[src/hdl/hps_pkg.sv]
// Package of the H-bridge pulse sequencer: sizes, command bytes, job type, frame packing
package hps_pkg;

    localparam int BOARDS  = 1;
    localparam int CHIPS   = BOARDS * 3;
    localparam int BRIDGES = BOARDS * 9;
    localparam int CHIP_W  = (CHIPS > 1) ? $clog2(CHIPS) : 1;

    // Receive command bytes
    localparam logic [7:0] CMD_CONF  = 8'h80;
    localparam logic [7:0] CMD_STATE = 8'h81;
    localparam logic [7:0] CMD_END   = 8'h82;

    // Pulse length after reset
    localparam logic [15:0] LEN_RESET = 16'd1000;

    // Depth of the queue between front and back
    localparam int QDEPTH = 2;

    // One loop pass as handed from front to back
    typedef struct packed {
        logic [31:0]        time_now;
        logic [15:0]        up;
        logic [15:0]        gap;
        logic [15:0]        down;
        logic [15:0]        pause;
        logic [BRIDGES-1:0] bridge_on;
    } t_job;

    // Pack one chip's driver bits (enables 2..0, directions 5..3) into a driver word
    function automatic logic [15:0] frame_of(input logic [5:0] bits);
        logic [5:0] en6;
        logic [5:0] cc;
        en6 = '0;
        cc  = '0;
        for (int j = 0; j < 3; j++) begin
            en6[2*j]   = bits[j];
            en6[2*j+1] = bits[j];
            cc[2*j]    = bits[j+3];
            cc[2*j+1]  = ~bits[j+3];
        end
        return {3'b000, en6[5:1], en6[0], cc, 1'b0};
    endfunction

endpackage

[src/hdl/hps_front.sv]
// Front part: command byte receiver holding lengths and bridge states, builds jobs
module hps_front (
    input  logic          i_clk,
    input  logic          i_rst_n,
    input  logic          i_accept,
    input  logic          i_func,
    input  logic [7:0]    i_rx_byte,
    input  logic [31:0]   i_time_now,
    output hps_pkg::t_job o_job
);
    import hps_pkg::*;

    typedef enum logic [2:0] {
        RX_IDLE  = 3'b001,
        RX_STATE = 3'b010,
        RX_CONF  = 3'b100
    } t_rx_mode;

    t_rx_mode           r_mode, n_mode;
    logic [7:0]         r_count, n_count;
    logic [15:0]        r_pend [4];
    logic [15:0]        n_pend [4];
    logic [15:0]        r_len [4];
    logic [15:0]        n_len [4];
    logic [BRIDGES-1:0] r_on, n_on;

    // Decode the received byte against the current mode
    always_comb begin
        n_mode  = r_mode;
        n_count = r_count;
        n_pend  = r_pend;
        n_len   = r_len;
        n_on    = r_on;
        if (i_accept && i_func) begin
            case (r_mode)
                RX_CONF: begin
                    if (r_count[7:3] == 5'd0) begin
                        if (r_count[0]) begin
                            n_pend[r_count[2:1]] = r_pend[r_count[2:1]] | {i_rx_byte, 8'h00};
                        end else begin
                            n_pend[r_count[2:1]] = r_pend[r_count[2:1]] | {8'h00, i_rx_byte};
                        end
                    end
                    if (r_count >= 8'd7) begin
                        n_len  = n_pend;
                        n_mode = RX_IDLE;
                    end
                    if (r_count != 8'hFF) begin
                        n_count = r_count + 8'd1;
                    end
                end
                RX_STATE: begin
                    if (i_rx_byte == CMD_END) begin
                        n_mode = RX_IDLE;
                    end else begin
                        // even bytes carry seven bridges of a group, odd bytes the last two
                        for (int b = 0; b < BRIDGES; b++) begin
                            if (r_count[7:1] == 7'(b / 9)) begin
                                if ((!r_count[0] && (b % 9) < 7) ||
                                    (r_count[0] && (b % 9) >= 7)) begin
                                    n_on[b] = i_rx_byte[(b % 9) % 7];
                                end
                            end
                        end
                        if (r_count != 8'hFF) begin
                            n_count = r_count + 8'd1;
                        end
                    end
                end
                default: begin
                    n_count = 8'd0;
                    if (i_rx_byte == CMD_CONF) begin
                        n_mode = RX_CONF;
                        for (int k = 0; k < 4; k++) begin
                            n_pend[k] = 16'd0;
                        end
                    end else if (i_rx_byte == CMD_STATE) begin
                        n_mode = RX_STATE;
                    end else begin
                        n_mode = RX_IDLE;
                    end
                end
            endcase
        end
    end

    // Hold receiver state
    always_ff @(posedge i_clk) begin
        if (!i_rst_n) begin
            r_mode  <= RX_IDLE;
            r_count <= 8'd0;
            r_on    <= '0;
            for (int k = 0; k < 4; k++) begin
                r_pend[k] <= 16'd0;
            end
            r_len[0] <= LEN_RESET;
            r_len[1] <= 16'd0;
            r_len[2] <= LEN_RESET;
            r_len[3] <= 16'd0;
        end else begin
            r_mode  <= n_mode;
            r_count <= n_count;
            r_pend  <= n_pend;
            r_len   <= n_len;
            r_on    <= n_on;
        end
    end

    // Build the job from the state after this byte
    assign o_job.time_now  = i_time_now;
    assign o_job.up        = n_len[0];
    assign o_job.gap       = n_len[1];
    assign o_job.down      = n_len[2];
    assign o_job.pause     = n_len[3];
    assign o_job.bridge_on = n_on;

endmodule

[src/hdl/hps_fifo.sv]
// Short job queue between front and back
module hps_fifo (
    input  logic          i_clk,
    input  logic          i_rst_n,
    input  logic          i_push,
    input  hps_pkg::t_job i_data,
    input  logic          i_pop,
    output hps_pkg::t_job o_data,
    output logic          o_full,
    output logic          o_empty
);
    import hps_pkg::*;

    localparam int PTR_W = (QDEPTH > 1) ? $clog2(QDEPTH) : 1;
    localparam int CNT_W = $clog2(QDEPTH + 1);

    t_job             r_mem [QDEPTH];
    logic [PTR_W-1:0] r_wptr, r_rptr;
    logic [CNT_W-1:0] r_cnt;
    logic             do_push, do_pop;

    assign o_full  = (r_cnt == CNT_W'(QDEPTH));
    assign o_empty = (r_cnt == '0);
    assign do_push = i_push && !o_full;
    assign do_pop  = i_pop && !o_empty;
    assign o_data  = r_mem[r_rptr];

    // Store pushed jobs
    always_ff @(posedge i_clk) begin
        if (do_push) begin
            r_mem[r_wptr] <= i_data;
        end
    end

    // Advance pointers and fill count
    always_ff @(posedge i_clk) begin
        if (!i_rst_n) begin
            r_wptr <= '0;
            r_rptr <= '0;
            r_cnt  <= '0;
        end else begin
            if (do_push) begin
                r_wptr <= (r_wptr == PTR_W'(QDEPTH - 1)) ? '0 : r_wptr + PTR_W'(1);
            end
            if (do_pop) begin
                r_rptr <= (r_rptr == PTR_W'(QDEPTH - 1)) ? '0 : r_rptr + PTR_W'(1);
            end
            if (do_push && !do_pop) begin
                r_cnt <= r_cnt + CNT_W'(1);
            end else if (do_pop && !do_push) begin
                r_cnt <= r_cnt - CNT_W'(1);
            end
        end
    end

endmodule

[src/hdl/hps_back.sv]
// Back part: position divider, phase sequencer and driver frame output
module hps_back (
    input  logic                      i_clk,
    input  logic                      i_rst_n,
    input  logic                      i_job_valid,
    input  hps_pkg::t_job             i_job,
    output logic                      o_job_pop,
    input  logic                      i_cfg_we,
    input  logic [15:0]               i_cfg_wdata,
    input  logic                      i_pop,
    output logic                      o_empty,
    output logic [15:0]               o_frame,
    output logic [1:0]                o_chip_index,
    output logic                      o_last
);
    import hps_pkg::*;

    typedef enum logic [3:0] {
        S_IDLE   = 4'b0001,
        S_DIV    = 4'b0010,
        S_DECIDE = 4'b0100,
        S_EMIT   = 4'b1000
    } t_state;

    localparam logic [1:0] PH_REST = 2'd0;
    localparam logic [1:0] PH_FWD  = 2'd1;
    localparam logic [1:0] PH_GAP  = 2'd2;
    localparam logic [1:0] PH_REV  = 2'd3;

    t_state             r_state;
    logic [31:0]        r_time;
    logic [17:0]        r_rem;
    logic [17:0]        r_period;
    logic [4:0]         r_step;
    logic [15:0]        r_up, r_gap, r_down;
    logic [BRIDGES-1:0] r_on;
    logic [5:0]         r_drv [CHIPS];
    logic [1:0]         r_phase;
    logic [CHIP_W-1:0]  r_chip;
    logic [15:0]        r_min;

    logic [18:0]        trial;
    logic [17:0]        pos, edge_up, edge_gap, edge_down;
    logic               go_fwd, go_gap, go_rev, go_rest;

    assign o_job_pop = (r_state == S_IDLE) && i_job_valid;

    // One restoring division step per cycle
    assign trial = {r_rem, r_time[31]};

    // Phase boundaries within the period
    always_comb begin
        pos       = (r_period == 18'd0) ? 18'd0 : r_rem;
        edge_up   = 18'(r_up);
        edge_gap  = edge_up + 18'(r_gap);
        edge_down = edge_gap + 18'(r_down);
        go_fwd  = (pos < edge_up) && (r_phase == PH_REST || r_phase == PH_REV);
        go_gap  = !go_fwd && (pos >= edge_up) && (r_phase <= PH_FWD);
        go_rev  = !go_fwd && !go_gap && (pos >= edge_gap) && (r_phase <= PH_GAP);
        go_rest = !go_fwd && !go_gap && !go_rev && (pos >= edge_down);
    end

    // Hold the phase threshold
    always_ff @(posedge i_clk) begin
        if (!i_rst_n) begin
            r_min <= 16'd0;
        end else if (i_cfg_we) begin
            r_min <= i_cfg_wdata;
        end
    end

    // Load jobs and run the divider
    always_ff @(posedge i_clk) begin
        if (o_job_pop) begin
            r_time   <= i_job.time_now;
            r_rem    <= 18'd0;
            r_step   <= 5'd0;
            r_up     <= i_job.up;
            r_gap    <= i_job.gap;
            r_down   <= i_job.down;
            r_on     <= i_job.bridge_on;
            r_period <= 18'(i_job.up) + 18'(i_job.gap) + 18'(i_job.down) + 18'(i_job.pause);
        end else if (r_state == S_DIV) begin
            r_time <= {r_time[30:0], 1'b0};
            r_step <= r_step + 5'd1;
            if (trial >= {1'b0, r_period}) begin
                r_rem <= 18'(trial - {1'b0, r_period});
            end else begin
                r_rem <= trial[17:0];
            end
        end
    end

    // Sequence phases and step through the frame burst
    always_ff @(posedge i_clk) begin
        if (!i_rst_n) begin
            r_state <= S_IDLE;
            r_phase <= PH_REST;
            r_chip  <= '0;
            for (int c = 0; c < CHIPS; c++) begin
                r_drv[c] <= 6'd0;
            end
        end else begin
            case (r_state)
                S_IDLE: begin
                    if (i_job_valid) begin
                        r_state <= S_DIV;
                    end
                end
                S_DIV: begin
                    if (r_step == 5'd31) begin
                        r_state <= S_DECIDE;
                    end
                end
                S_DECIDE: begin
                    r_state <= S_IDLE;
                    r_chip  <= CHIP_W'(CHIPS - 1);
                    if (go_fwd || go_rev) begin
                        for (int c = 0; c < CHIPS; c++) begin
                            for (int j = 0; j < 3; j++) begin
                                r_drv[c][j]   <= r_on[3*c+j];
                                r_drv[c][j+3] <= go_rev;
                            end
                        end
                    end else if (go_gap || go_rest) begin
                        for (int c = 0; c < CHIPS; c++) begin
                            r_drv[c] <= 6'd0;
                        end
                    end
                    if (go_fwd) begin
                        r_phase <= PH_FWD;
                        if (r_up > r_min) begin
                            r_state <= S_EMIT;
                        end
                    end else if (go_gap) begin
                        r_phase <= PH_GAP;
                        r_state <= S_EMIT;
                    end else if (go_rev) begin
                        r_phase <= PH_REV;
                        if (r_down > r_min) begin
                            r_state <= S_EMIT;
                        end
                    end else if (go_rest) begin
                        r_phase <= PH_REST;
                        r_state <= S_EMIT;
                    end
                end
                S_EMIT: begin
                    if (i_pop) begin
                        if (r_chip == '0) begin
                            r_state <= S_IDLE;
                        end else begin
                            r_chip <= r_chip - CHIP_W'(1);
                        end
                    end
                end
                default: begin
                    r_state <= S_IDLE;
                end
            endcase
        end
    end

    // Present the current frame
    assign o_empty      = (r_state != S_EMIT);
    assign o_frame      = frame_of(r_drv[r_chip]);
    assign o_chip_index = r_chip[1:0];
    assign o_last       = (r_chip == '0);

endmodule

[src/hdl/hbridge_pulse_sequencer_unit.sv]
// Top level of the H-bridge pulse sequencer
//
// Input channel: one item per control loop pass (i_func, i_rx_byte, i_time_now),
// taken at a clock edge with push high and full low. A received byte updates
// the phase lengths or bridge states at once; the pass then queues for the
// phase sequencer in a two-entry job queue.
// Result channel: driver words (o_frame, o_chip_index, o_last) shown while
// empty is low, taken at an edge with pop high. A phase change gives one burst
// of one word per chip, highest chip first, o_last on chip 0 (forward/reverse
// only above the minimum pulse length that i_cfg_we writes from i_cfg_wdata).
// Operation: the position is time modulo period from a restoring divider, one
// bit a cycle; each item passes the back part as load, 32 divider steps and
// decision, then one word per pop, and the back part takes no new item before
// its burst ends. A stalled result stalls the back part only; the
// front keeps taking items until the job queue fills.
// Reset (synchronous, active low) restores default lengths 1000/0/1000/0,
// all bridges off, rest phase, threshold 0, empties the job queue and the result.
module hbridge_pulse_sequencer_unit (
    input  logic        i_clk,
    input  logic        i_rst_n,
    input  logic        push,
    output logic        full,
    input  logic        i_func,
    input  logic [7:0]  i_rx_byte,
    input  logic [31:0] i_time_now,
    input  logic        i_cfg_we,
    input  logic [15:0] i_cfg_wdata,
    output logic        empty,
    input  logic        pop,
    output logic [15:0] o_frame,
    output logic [1:0]  o_chip_index,
    output logic        o_last
);
    import hps_pkg::*;

    t_job front_job, back_job;
    logic accept, q_empty, q_pop;

    assign accept = push && !full;

    hps_front u_front (
        .i_clk      (i_clk),
        .i_rst_n    (i_rst_n),
        .i_accept   (accept),
        .i_func     (i_func),
        .i_rx_byte  (i_rx_byte),
        .i_time_now (i_time_now),
        .o_job      (front_job)
    );

    hps_fifo u_fifo (
        .i_clk   (i_clk),
        .i_rst_n (i_rst_n),
        .i_push  (accept),
        .i_data  (front_job),
        .i_pop   (q_pop),
        .o_data  (back_job),
        .o_full  (full),
        .o_empty (q_empty)
    );

    hps_back u_back (
        .i_clk        (i_clk),
        .i_rst_n      (i_rst_n),
        .i_job_valid  (!q_empty),
        .i_job        (back_job),
        .o_job_pop    (q_pop),
        .i_cfg_we     (i_cfg_we),
        .i_cfg_wdata  (i_cfg_wdata),
        .i_pop        (pop),
        .o_empty      (empty),
        .o_frame      (o_frame),
        .o_chip_index (o_chip_index),
        .o_last       (o_last)
    );

endmodule

[config.mk]
export PLATFORM = sky130hd
export DESIGN_NAME = hbridge_pulse_sequencer_unit
export DESIGN_NICKNAME = d
export VERILOG_FILES = /design/src/hdl/hps_pkg.sv /design/src/hdl/hps_front.sv /design/src/hdl/hps_fifo.sv /design/src/hdl/hps_back.sv /design/src/hdl/hbridge_pulse_sequencer_unit.sv
export SDC_FILE = /design/constraint.sdc
export NUM_CORES = 1
export LEC_CHECK = 0
export ABC_AREA = 1
export BUFFER_PORTS_ARGS = -buffer_cell sky130_fd_sc_hd__buf_2
export CAP_MARGIN = 20
export CORE_MARGIN = 2
export CORE_UTILIZATION = 55
export CTS_CLUSTER_SIZE = 30
export DETAILED_ROUTE_END_ITERATION = 6
export GPL_ROUTABILITY_DRIVEN = 0
export GPL_TIMING_DRIVEN = 0
export HOLD_SLACK_MARGIN = 0.06
export MAX_ROUTING_LAYER = met4
export PLACE_DENSITY_LB_ADDON = 0.05
export SLEW_MARGIN = 5
export SYNTH_ARGS = -nofsm -noshare
export SYNTH_HDL_FRONTEND = slang
export SYNTH_SLANG_ARGS = --single-unit
[constraint.sdc]
create_clock -name i_clk -period 9.9 [get_ports i_clk]
set_clock_uncertainty 0.05 [all_clocks]
set_input_delay 0 -clock i_clk [delete_from_list [all_inputs] [get_ports i_clk]]
set_output_delay 0 -clock i_clk [all_outputs]
set_load 0.01 [all_outputs]
## Word-level counts from Yosys, hierarchy flattened

Memories as Yosys holds them, arrays and structs flattened. A register that Yosys moved wholly into a read port is not among the register bits.
Index checks and enable logic that the tools add are counted.

- Bits in registers: 306
- Bits in latches: 0
- RAM bits: 228
- Memory bits (read-only): 0
- Output and inout port bits: 21
- Word-level logic and storage cells: 282
- Memories: 2

Memories:

| memory | depth | bits a word | read ports | clocked after memory_dff | wr ports | RTL line | source |
|---|---|---|---|---|---|---|---|
| u_fifo.r_mem | 2 | 105 | 1 | 1 | 1 | hps_fifo.sv:17 | `t_job r_mem [QDEPTH];` |
| u_back.r_drv | 3 | 6 | 1 | 1 | 3 | hps_back.sv:37 | `logic [5:0] r_drv [CHIPS];` |

- $add $sub $neg: 13
- Multiply operators: 0
- Divide/modulo/power cells: 0
- $lt $le $gt $ge: 12
- Equal/unequal tests: 22
- Shift-type cells: 0
- Multiplexer cells: 121
- Bitwise operators: 43
- Reductions and logical operators: 43

Operators by type and width:

| operator | count |
|---|---|
| $mux W64 | 6 |
| $bwmux W64 | 2 |
| $pmux W64 S2 | 1 |
| $mux W1 | 70 |
| $mux W32 | 2 |
| $add A18 B16 Y18 | 3 |
| $mux W16 | 3 |
| $mux W4 | 10 |
| $ge A18 B18 Y1 | 2 |
| $mux W18 | 2 |
| $or A1 B1 Y1 | 36 |
| $add A16 B16 Y17 | 2 |
| $bmux W16 S2 | 1 |
| $demux W16 S2 | 1 |
| $gt A16 B16 Y1 | 2 |
| $mux W9 | 3 |
| $eq A8 B8 Y1 const B | 3 |
| $mux W2 | 11 |
| $ge A19 B18 Y1 | 1 |
| $ge A18 B16 Y1 | 1 |
| $logic_not A18 Y1 | 1 |
| $lt A18 B16 Y1 | 1 |
| $sub A18 B18 Y18 | 1 |
| $logic_and A1 B1 Y1 | 16 |
| 42 further kinds | 73 |

## Logic depth before layout (Yosys ltp)

Gate-level depths: netlist of the first run.

- Depth in word-level cells: 21
- Mapped depth: 36
- Depth with buffers taken out: 36

## By module

From an unflattened synthesis of the first run, not the netlist that was laid out.

- Cells, all modules: 3,236
- Area, all modules: 28,904.0 µm²

By module, submodules not included:

| module | instances | cells each | area each (µm²) | seq. area each (µm²) |
|---|---|---|---|---|
| hps_back | 1 | 1,528 | 12,604.6 | 4,444.3 |
| hps_front | 1 | 1,340 | 8,216.6 | 2,962.8 |
| hps_fifo | 1 | 365 | 8,069.0 | 6,406.1 |
| hbridge_pulse_sequencer_unit | 1 | 3 | 13.8 | 0.0 |

## Worst setup path after synthesis of the first run

OpenSTA, ideal clock, no wires.

- Path kind: register -> register
- Start: reg u_fifo.r_cnt[1]
- End: mem u_fifo.r_mem[1][0] (netlist bit) (enable)
- Arrival: 4.865 ns
- Data required time: 9.279 ns
- Slack: 4.414 ns
- Cell stages (with the launch flop): 4
- Period minus slack after synthesis: 5.486 ns
- Path through: dfxtp_1 > inv_2 > o21ai_1 > nor2_1

- Cells in the longest elaborated chain, start to end: 6

RTL lines:

| item | RTL line | source |
|---|---|---|
| start: declaration | hps_fifo.sv:19 | `logic [CNT_W-1:0] r_cnt;` |
| start signal: assignment | hps_fifo.sv:49 | `r_cnt <= r_cnt + CNT_W'(1);` |
| start signal: assignment | hps_fifo.sv:51 | `r_cnt <= r_cnt - CNT_W'(1);` |
| $eq A2 B2 Y1 (*) | hps_fifo.sv:22 | `assign o_full = (r_cnt == CNT_W'(QDEPTH));` |
| $logic_not A1 Y1 (*) | hps_fifo.sv:24, hbridge_pulse_sequencer_unit.sv:39 |  |
| $logic_and A1 B1 Y1 | hbridge_pulse_sequencer_unit.sv:39 | `assign accept = push && !full;` |
| $logic_and A1 B1 Y1 (*) | hps_fifo.sv:24 | `assign do_push = i_push && !o_full;` |
| $mux W1 (*) | hps_fifo.sv:30 | `if (do_push) begin` |
| $mux W1 (implied by the code) (*) | hps_fifo.sv:31 | `r_mem[r_wptr] <= i_data;` |
| end: declaration | hps_fifo.sv:17 |  |

Mark *: on every way between the ends. The rest lies on a longest branch, timed or not.

==> results of run 1 <==
-- logic make-up (layout without fill, tap and decap cells) --
| family | after synthesis | in the layout |
|---|---|---|
| AOI/OAI and AO/OA | 572 | 572 |
| xor gates and xnor gates | 68 | 68 |
| adders and majority gates | 195 | 195 |
| buffers and inverters | 435 | 747 |
| DFF | 530 | 530 |
| muxes | 1 | 1 |
| other | 1 | 4 |
| and+or+nand+nor | 1171 | 1171 |
-- worst paths after layout --
path / startpoint / to
worst max-delay path: flop / u_back.r_period[17]
worst min-delay path: i_cfg_we / u_back.r_min[0]
worst max register to register: flop / u_back.r_period[17]
worst min register to register: u_back.r_on[0] / u_back.r_drv[0][0]
-- through the flow --
step                      hold WS (ns)  area, sq um  utilization, %
after floorplan                0.04887        27060               -
after global placement          0.1373        28270           58.00
after detailed placement        0.1429        28500           58.46
after CTS                       0.1434        31550           64.72
after global routing            0.2312        31550           64.72
final                           0.1953        31550           64.72
-- worst register-to-register path, delay by kind of cell (launching register included) --
kind                     cells  cell delay (ns)
AO/OA/AOI/OAI                7             1.15
XOR/XNOR                     1             0.15
adder cells (fa/ha/maj)      4             1.51
flip-flops                   1             0.30
AND/OR/NAND/NOR             12             1.31
buffers and inverters        5             1.55
-- synthesized netlist by cell type, types with 3 or more instances --
| cell | number |
|---|---|
| nand2_1 | 736 |
| edfxtp_1 | 320 |
| inv_1 | 299 |
| a21oi_1 | 241 |
| dfxtp_1 | 210 |
| nor2_1 | 199 |
| ha_1 | 174 |
| o21ai_0 | 130 |
| nand3_1 | 73 |
| clkbuf_1 | 70 |
| or2_1 | 55 |
| o21ai_1 | 50 |
| o22ai_1 | 47 |
| xor2_1 | 42 |
| o31ai_1 | 33 |
| xnor2_1 | 26 |
| nand4_1 | 23 |
| buf_2 | 22 |
| fa_1 | 21 |
| a221oi_1 | 19 |
| buf_4 | 19 |
| nor3_1 | 19 |
| nand2_2 | 18 |
| inv_2 | 15 |
| a31oi_1 | 9 |
| a211oi_1 | 8 |
| nor2_4 | 8 |
| nand3_2 | 7 |
| nor4_1 | 7 |
| or2_2 | 7 |
| o21bai_1 | 6 |
| nor2_2 | 5 |
| o21ai_2 | 5 |
| a21o_1 | 4 |
| nand3b_1 | 4 |
| a21oi_2 | 3 |
| nor3_2 | 3 |
-- layout make-up --
cell class	count	area, sq um	share of cell area (%)
timing repair buffer	206	1784	5.656
tap	664	830.8	2.633
multi-input combinational	2011	11480	36.39
clock inverter	23	256.5	0.8130
sequential	530	13810	43.78
inverter	318	1197	3.796
buffer	117	581.8	1.844
clock buffer	83	1603	5.081
-- where the power goes --
| part | leakage, nW | switching (mW) | internal, mW |
|---|---|---|---|
| logic | 7.78 | 3.62 | 2.16 |
| clock network | 0.902 | 0.894 | 1.21 |
| registers | 4.68 | 0.181 | 3.01 |
-- routing by layer --
metal,wire length (um),part of all wire (%)
met1,31070,43
met2,33600,46
met3,4584,6.3
met4,3633,5.0
met5,0,0
-- registers in the layout (all words and copies together), names as in the netlist, 16 cells and up, named ones only --
| signal | cells |
|---|---|
| u_back.r_down | 16 |
| u_back.r_up | 16 |
| u_back.r_rem | 18 |
| u_back.r_period | 18 |
| u_front.r_len | 64 |
| u_front.r_pend | 64 |
| u_back.r_min | 16 |
| u_back.r_gap | 16 |
| u_fifo.r_mem | 210 |
| u_back.r_time | 32 |
-- what timing repair did --
action                                 4_1_cts  5_1_grt
hold buffers                               119        0
setup buffers                                0        0
endpoints found under the hold margin      143        0
==> flow_results.xml, run 1 <==
<?xml version="1.0" encoding="UTF-8"?>
<metrics>
  <group name="power">
    <metric name="total_leakage_power" unit="nW">13.36</metric>
    <metric name="max-vdd-ir-drop" unit="mV">0.2104</metric>
    <metric name="power-per-cell-area" unit="mW/mm^2">350.9</metric>
    <metric name="pnr_total_power" unit="mW">11.07</metric>
  </group>
  <group name="routing">
    <metric name="detail_route.first_pass.iterations" unit="">6</metric>
    <metric name="detailroute.via_count" unit="">21536</metric>
    <metric name="post_drt_via_cell_ratio" unit="">5.449</metric>
    <metric name="remaining_drc_errors" unit="">0</metric>
    <metric name="ant_nets" unit="">0</metric>
    <metric name="drt_iter0_drc" unit="">1956</metric>
    <metric name="routed_wire_length_per_instance" unit="um">18.44</metric>
    <metric name="detail_route.wirelength" unit="mm">72.89</metric>
  </group>
  <group name="critical_path">
    <metric name="crit_path_end_kind" unit="">flop</metric>
    <metric name="setup.worst_path.start_class" unit="">flop</metric>
    <metric name="ff2ff_path_depth" unit="">29</metric>
    <metric name="critical-path-top-delay-family" unit="">buffers and inverters</metric>
    <metric name="path_depth" unit="">29</metric>
    <metric name="critPathSlowestCell" unit="">clkbuf_1</metric>
    <metric name="criticalPathCategory" unit="">reg2reg</metric>
    <metric name="cp.arrival" unit="ns">6.59</metric>
    <metric name="critical-path-top-cell-by-count" unit="">nand2_1</metric>
    <metric name="reg2reg_slack" unit="ns">3.73</metric>
    <metric name="critical_path_buf_inv_count" unit="">5</metric>
    <metric name="slowest_delay" unit="ns">0.52</metric>
    <metric name="critical_path_required" unit="ns">10.32</metric>
    <metric name="path_max_fanout" unit="">10</metric>
  </group>
  <group name="final_layout">
    <metric name="finish.net_count" unit="">3497</metric>
    <metric name="syn2layout_area_growth" unit="%">16.64</metric>
    <metric name="final-instance-count-excl-fill" unit="">3952</metric>
    <metric name="commonest_non_fill_non_tap_cell_in_the_layout" unit="">nand2_1</metric>
    <metric name="most-common-layout-cells" unit="">736 x nand2_1, 320 x edfxtp_1, 299 x inv_1</metric>
    <metric name="n_antenna_cell" unit="">0</metric>
    <metric name="drive_gt1_share" unit="%">9.094</metric>
    <metric name="fill_cells" unit="">4010</metric>
  </group>
  <group name="yosys">
    <metric name="synthArstFlopShare" unit="%">0</metric>
    <metric name="synthDominantAreaCellType" unit="">edfxtp_1</metric>
    <metric name="synth.cell_area" unit="sq mm">0.02705</metric>
    <metric name="synth_top_area_share" unit="%">35.53</metric>
    <metric name="synth_top_family_by_area" unit="">simple AND/OR/NAND/NOR gates</metric>
    <metric name="synth_cell_type_count" unit="">66</metric>
    <metric name="synth_flop_cell" unit="">edfxtp_1</metric>
    <metric name="synth_seq_area_share" unit="%">51.07</metric>
    <metric name="proportion_of_synthesized_area_in_mux_cells" unit="%">0.03701</metric>
    <metric name="yosys-top-cells-area" unit="">edfxtp_1 36%, dfxtp_1 16%, nand2_1 10%</metric>
    <metric name="synth-seq-cells" unit="">530</metric>
    <metric name="synth_fa_ha_area_share" unit="%">9.604</metric>
    <metric name="complex_gate_fraction_of_the_synthesized_area" unit="%">12.02</metric>
    <metric name="share_of_synthesized_cell_area_in_and_or_nand_and_nor_gates" unit="%">18.48</metric>
    <metric name="synthCells" unit="">2973</metric>
    <metric name="postSynthAreaPerCell" unit="sq um">9.098</metric>
    <metric name="synthXorXnorAreaFrac" unit="%">2.202</metric>
    <metric name="synth_warnings" unit="">0</metric>
    <metric name="synth_edf_count" unit="">320</metric>
  </group>
  <group name="die">
    <metric name="design.portCount" unit="">83</metric>
    <metric name="core-area" unit="sq mm">0.04875</metric>
    <metric name="die_footprint" unit="sq mm">0.05097</metric>
    <metric name="die-width" unit="um">225.8</metric>
    <metric name="start_util" unit="%">55.48</metric>
    <metric name="die_height" unit="um">225.8</metric>
    <metric name="row_count" unit="">81</metric>
  </group>
  <group name="timing">
    <metric name="timing.final.max_slew_violations" unit="">0</metric>
    <metric name="setup_viol" unit="">0</metric>
    <metric name="fin_tns_setup" unit="ns">0</metric>
    <metric name="setup_ws" unit="ns">3.731</metric>
    <metric name="rsz0062_at_grt" unit="">no</metric>
    <metric name="final_worst_path_period_need" unit="ns">6.169</metric>
    <metric name="timing.final.hold_violations" unit="">0</metric>
    <metric name="maxSlewHeadroom" unit="%">29.99</metric>
    <metric name="fmax" unit="GHz">0.1621</metric>
    <metric name="tightestPinTransition" unit="ns">1.050</metric>
    <metric name="fin_crit_sh" unit="%">62.31</metric>
  </group>
  <group name="clocking">
    <metric name="cts.repair.resized" unit="">0</metric>
    <metric name="clockRootBuffer" unit="">clkbuf_16</metric>
    <metric name="cts.path.max_buffers" unit="">3</metric>
    <metric name="htree_num_levels" unit="">2</metric>
    <metric name="clkSlewWorstSetupHoldPaths" unit="ns">0.06</metric>
    <metric name="cts-buffers-inserted" unit="">56</metric>
    <metric name="insertion_delay" unit="ns">0.63</metric>
    <metric name="tritoncts" unit="">built</metric>
    <metric name="cts_sinks" unit="">530</metric>
  </group>
  <group name="grt">
    <metric name="grt_use_met3" unit="%">3.916</metric>
    <metric name="groute.layer.met2.usage" unit="%">47.26</metric>
    <metric name="layer_with_the_highest_usage" unit="">met2</metric>
    <metric name="grt_max_degree" unit="">42</metric>
    <metric name="grt_pass1_vias" unit="">20685</metric>
    <metric name="grt_first_pass_wirelength" unit="mm">112.4</metric>
    <metric name="grt_antenna_before_repair" unit="">0</metric>
    <metric name="grt_overflow_total" unit="">0</metric>
    <metric name="grt_use_total" unit="%">29.74</metric>
    <metric name="met1_track_usage_gr" unit="%">38.10</metric>
  </group>
  <group name="placed_design">
    <metric name="place_ws" unit="ns">3.832</metric>
    <metric name="dp_hpwl" unit="mm">55.49</metric>
    <metric name="port_buffers" unit="">77</metric>
    <metric name="post-place-cells" unit="">3727</metric>
  </group>
  <group name="flow_run">
    <metric name="max_cap_violations" unit="">0</metric>
  </group>
  <group name="hold_path">
    <metric name="hold_class" unit="">in2reg</metric>
    <metric name="holdPathStages" unit="">4</metric>
  </group>
  <group name="run_status">
    <metric name="status" unit="">finished clean</metric>
  </group>
</metrics>
Note: power is estimated with default switching activity, not from simulation.
==> run 2: changes to the inputs <==
==> constraint.sdc (replaced) <==
create_clock -name i_clk -period 6.35 [get_ports i_clk]
set_clock_uncertainty 0.05 [all_clocks]
set_input_delay 0 -clock i_clk [delete_from_list [all_inputs] [get_ports i_clk]]
set_output_delay 0 -clock i_clk [all_outputs]
set_load 0.01 [all_outputs]
==> flow_results.xml, run 2 (synthesis gave the netlist of run 1 again) <==
<?xml version="1.0" encoding="UTF-8"?>
<metrics>
  <group name="grt">
    <metric name="grt_use_total" unit="%">29.74</metric>
    <metric name="grt_first_pass_wirelength" unit="mm">112.4</metric>
    <metric name="grt_overflow_total" unit="">0</metric>
    <metric name="grt_pass1_vias" unit="">20685</metric>
    <metric name="grt_max_degree" unit="">42</metric>
    <metric name="grt_antenna_before_repair" unit="">0</metric>
  </group>
  <group name="hold_path">
    <metric name="min_from" unit="">i_cfg_we</metric>
    <metric name="hold_class" unit="">in2reg</metric>
    <metric name="holdPathStages" unit="">4</metric>
    <metric name="hold-path-endpoint" unit="">u_back.r_min[0]</metric>
  </group>
  <group name="critical_path">
    <metric name="r2r_end" unit="">u_back.r_period[17]</metric>
    <metric name="critPathSlowestCell" unit="">dfxtp_2</metric>
    <metric name="path_depth" unit="">28</metric>
    <metric name="setup.worst_path.start_class" unit="">flop</metric>
    <metric name="crit_path_end_kind" unit="">flop</metric>
    <metric name="ff2ff_path_depth" unit="">28</metric>
    <metric name="path_max_fanout" unit="">10</metric>
    <metric name="critical-path-top-delay-family" unit="">adder cells</metric>
    <metric name="critical_path_buf_inv_count" unit="">4</metric>
    <metric name="slowest_delay" unit="ns">0.51</metric>
    <metric name="cp.arrival" unit="ns">6.21</metric>
    <metric name="critical_path_required" unit="ns">6.76</metric>
    <metric name="reg2reg_slack" unit="ns">0.55</metric>
    <metric name="criticalPathCategory" unit="">reg2reg</metric>
    <metric name="critical-path-top-cell-by-count" unit="">nand2_1</metric>
  </group>
  <group name="final_layout">
    <metric name="regMostFlops" unit="">u_fifo.r_mem</metric>
    <metric name="finish.instance_area" unit="sq mm">0.03155</metric>
    <metric name="drive_gt1_share" unit="%">9.127</metric>
    <metric name="finish.net_count" unit="">3496</metric>
    <metric name="commonest_non_fill_non_tap_cell_in_the_layout" unit="">nand2_1</metric>
    <metric name="largest_registers" unit="">u_fifo.r_mem (210), u_front.r_len (64), u_front.r_pend (64)</metric>
    <metric name="post-route-util" unit="%">64.71</metric>
    <metric name="largest_reg_flops" unit="">210</metric>
    <metric name="most-common-layout-cells" unit="">736 x nand2_1, 320 x edfxtp_1, 299 x inv_1</metric>
    <metric name="n_antenna_cell" unit="">0</metric>
    <metric name="syn2layout_area_growth" unit="%">16.63</metric>
    <metric name="final-instance-count-excl-fill" unit="">3951</metric>
  </group>
  <group name="clocking">
    <metric name="insertion_delay" unit="ns">0.63</metric>
    <metric name="cts-buffers-inserted" unit="">56</metric>
    <metric name="clkSlewWorstSetupHoldPaths" unit="ns">0.06</metric>
    <metric name="htree_num_levels" unit="">2</metric>
    <metric name="cts.path.max_buffers" unit="">3</metric>
    <metric name="tritoncts" unit="">built</metric>
    <metric name="cts_sinks" unit="">530</metric>
    <metric name="clockRootBuffer" unit="">clkbuf_16</metric>
  </group>
  <group name="power">
    <metric name="total_leakage_power" unit="nW">13.36</metric>
    <metric name="power-per-cell-area" unit="mW/mm^2">546.8</metric>
    <metric name="power.share.combinational" unit="%">52.1</metric>
    <metric name="power.switching" unit="mW">7.302</metric>
    <metric name="power.switching_fraction" unit="%">42.33</metric>
    <metric name="max-vdd-ir-drop" unit="mV">0.3280</metric>
    <metric name="pnr_total_power" unit="mW">17.25</metric>
    <metric name="seq_power_share" unit="%">28.9</metric>
    <metric name="relative_contribution_of_the_clock_network_to_total_power" unit="%">19.0</metric>
    <metric name="p_int" unit="mW">9.947</metric>
  </group>
  <group name="placed_design">
    <metric name="placed_area" unit="sq mm">0.02850</metric>
    <metric name="dp_hpwl" unit="mm">55.49</metric>
    <metric name="port_buffers" unit="">77</metric>
    <metric name="post-place-cells" unit="">3727</metric>
    <metric name="place_ws" unit="ns">0.2822</metric>
  </group>
  <group name="die">
    <metric name="design.portCount" unit="">83</metric>
    <metric name="die-width" unit="um">225.8</metric>
    <metric name="start_util" unit="%">55.48</metric>
    <metric name="core-area" unit="sq mm">0.04875</metric>
    <metric name="die_height" unit="um">225.8</metric>
    <metric name="die_footprint" unit="sq mm">0.05097</metric>
    <metric name="row_count" unit="">81</metric>
  </group>
  <group name="timing">
    <metric name="finalHoldWorstSlack" unit="ns">0.1937</metric>
    <metric name="timing.final.max_slew_violations" unit="">0</metric>
    <metric name="final_worst_path_period_need" unit="ns">5.797</metric>
    <metric name="setup_ws" unit="ns">0.5527</metric>
    <metric name="setup_viol" unit="">0</metric>
    <metric name="tightestPinTransition" unit="ns">1.033</metric>
    <metric name="fin_crit_sh" unit="%">91.30</metric>
    <metric name="rsz0062_at_grt" unit="">no</metric>
    <metric name="maxSlewHeadroom" unit="%">31.11</metric>
    <metric name="fin_tns_setup" unit="ns">0</metric>
    <metric name="fmax" unit="GHz">0.1725</metric>
    <metric name="timing.final.hold_violations" unit="">0</metric>
  </group>
  <group name="routing">
    <metric name="detail_route.wirelength" unit="mm">72.92</metric>
    <metric name="ant_nets" unit="">0</metric>
    <metric name="detailroute.via_count" unit="">21427</metric>
    <metric name="drt_iter0_drc" unit="">1975</metric>
    <metric name="remaining_drc_errors" unit="">0</metric>
    <metric name="routed_wire_length_per_instance" unit="um">18.46</metric>
    <metric name="detail_route.first_pass.iterations" unit="">6</metric>
    <metric name="post_drt_via_cell_ratio" unit="">5.423</metric>
  </group>
  <group name="flow_run">
    <metric name="max_cap_violations" unit="">0</metric>
  </group>
  <group name="run_status">
    <metric name="status" unit="">finished clean</metric>
  </group>
</metrics>
[run 2: cell types whose count changed in the layout (fill, tap and decap cells not counted), sizes merged]
cell	delta
clkbuf	-1
[run 2: layout make-up]
| class | instances | area (sq um) |
|---|---|---|
| Tap cell | 664 | 830.8 |
| Buffer | 116 | 578.1 |
| Clock inverter | 23 | 256.5 |
| Fill cell | 4010 | 17200 |
| Sequential cell | 530 | 13810 |
| Clock buffer | 83 | 1603 |
| Multi-Input combinational cell | 2011 | 11480 |
| Inverter | 318 | 1197 |
| Timing Repair Buffer | 206 | 1784 |
[run 2: power by group through the flow]
| stage | Sequential (mW) | Combinational, mW | Clock [mW] |
|---|---|---|---|
| after floorplan | 4.96 | 6.62 | 0 |
| after global placement | 5.10 | 8.46 | 0 |
| after detailed placement | 5.04 | 8.82 | 0 |
| after CTS | 4.97 | 8.99 | 3.33 |
| after global routing | 5.04 | 10.2 | 3.46 |
| final | 4.99 | 8.99 | 3.27 |
[run 2: worst max-delay path by stage]
stage	startpoint	to	slack, ns
6_report	flop	u_back.r_period[17]	0.55
5_1_grt	flop	u_back.r_period[17]	0.08
4_1_cts	flop	u_back.r_period[17]	0.20
3_5_place_dp	flop	u_back.r_period[17]	0.28
3_3_place_gp	u_fifo.r_cnt[1]	u_fifo.r_mem[1][93]	-1.75
2_1_floorplan	u_fifo.r_cnt[1]	u_fifo.r_mem[1][0]	0.86
[run 2: worst min-delay path: stages]
cell	delay, ns
buf_2	0.10
o21ai_0	0.08
nor2_1	0.08
dlygate4sd3_1	0.55
[run 2: layer usage]
| metal | vias to the layer above | track usage [%] | wire length [um] |
|---|---|---|---|
| met2 | 706 | 47.26 | 33650 |
| met3 | 161 | 3.916 | 4500 |
| met4 | 0 | 13.61 | 3489 |
| met5 | - | - | 0 |
| met1 | 9999 | 38.10 | 31290 |
| li1 | 10561 | - | - |
[run 2: what timing repair did]
item,4_1_cts,5_1_grt
hold endpoints to repair,143,0
buffers inserted,0,0
hold buffers,119,0
gates resized for setup,0,1
endpoints found under the setup margin,0,5
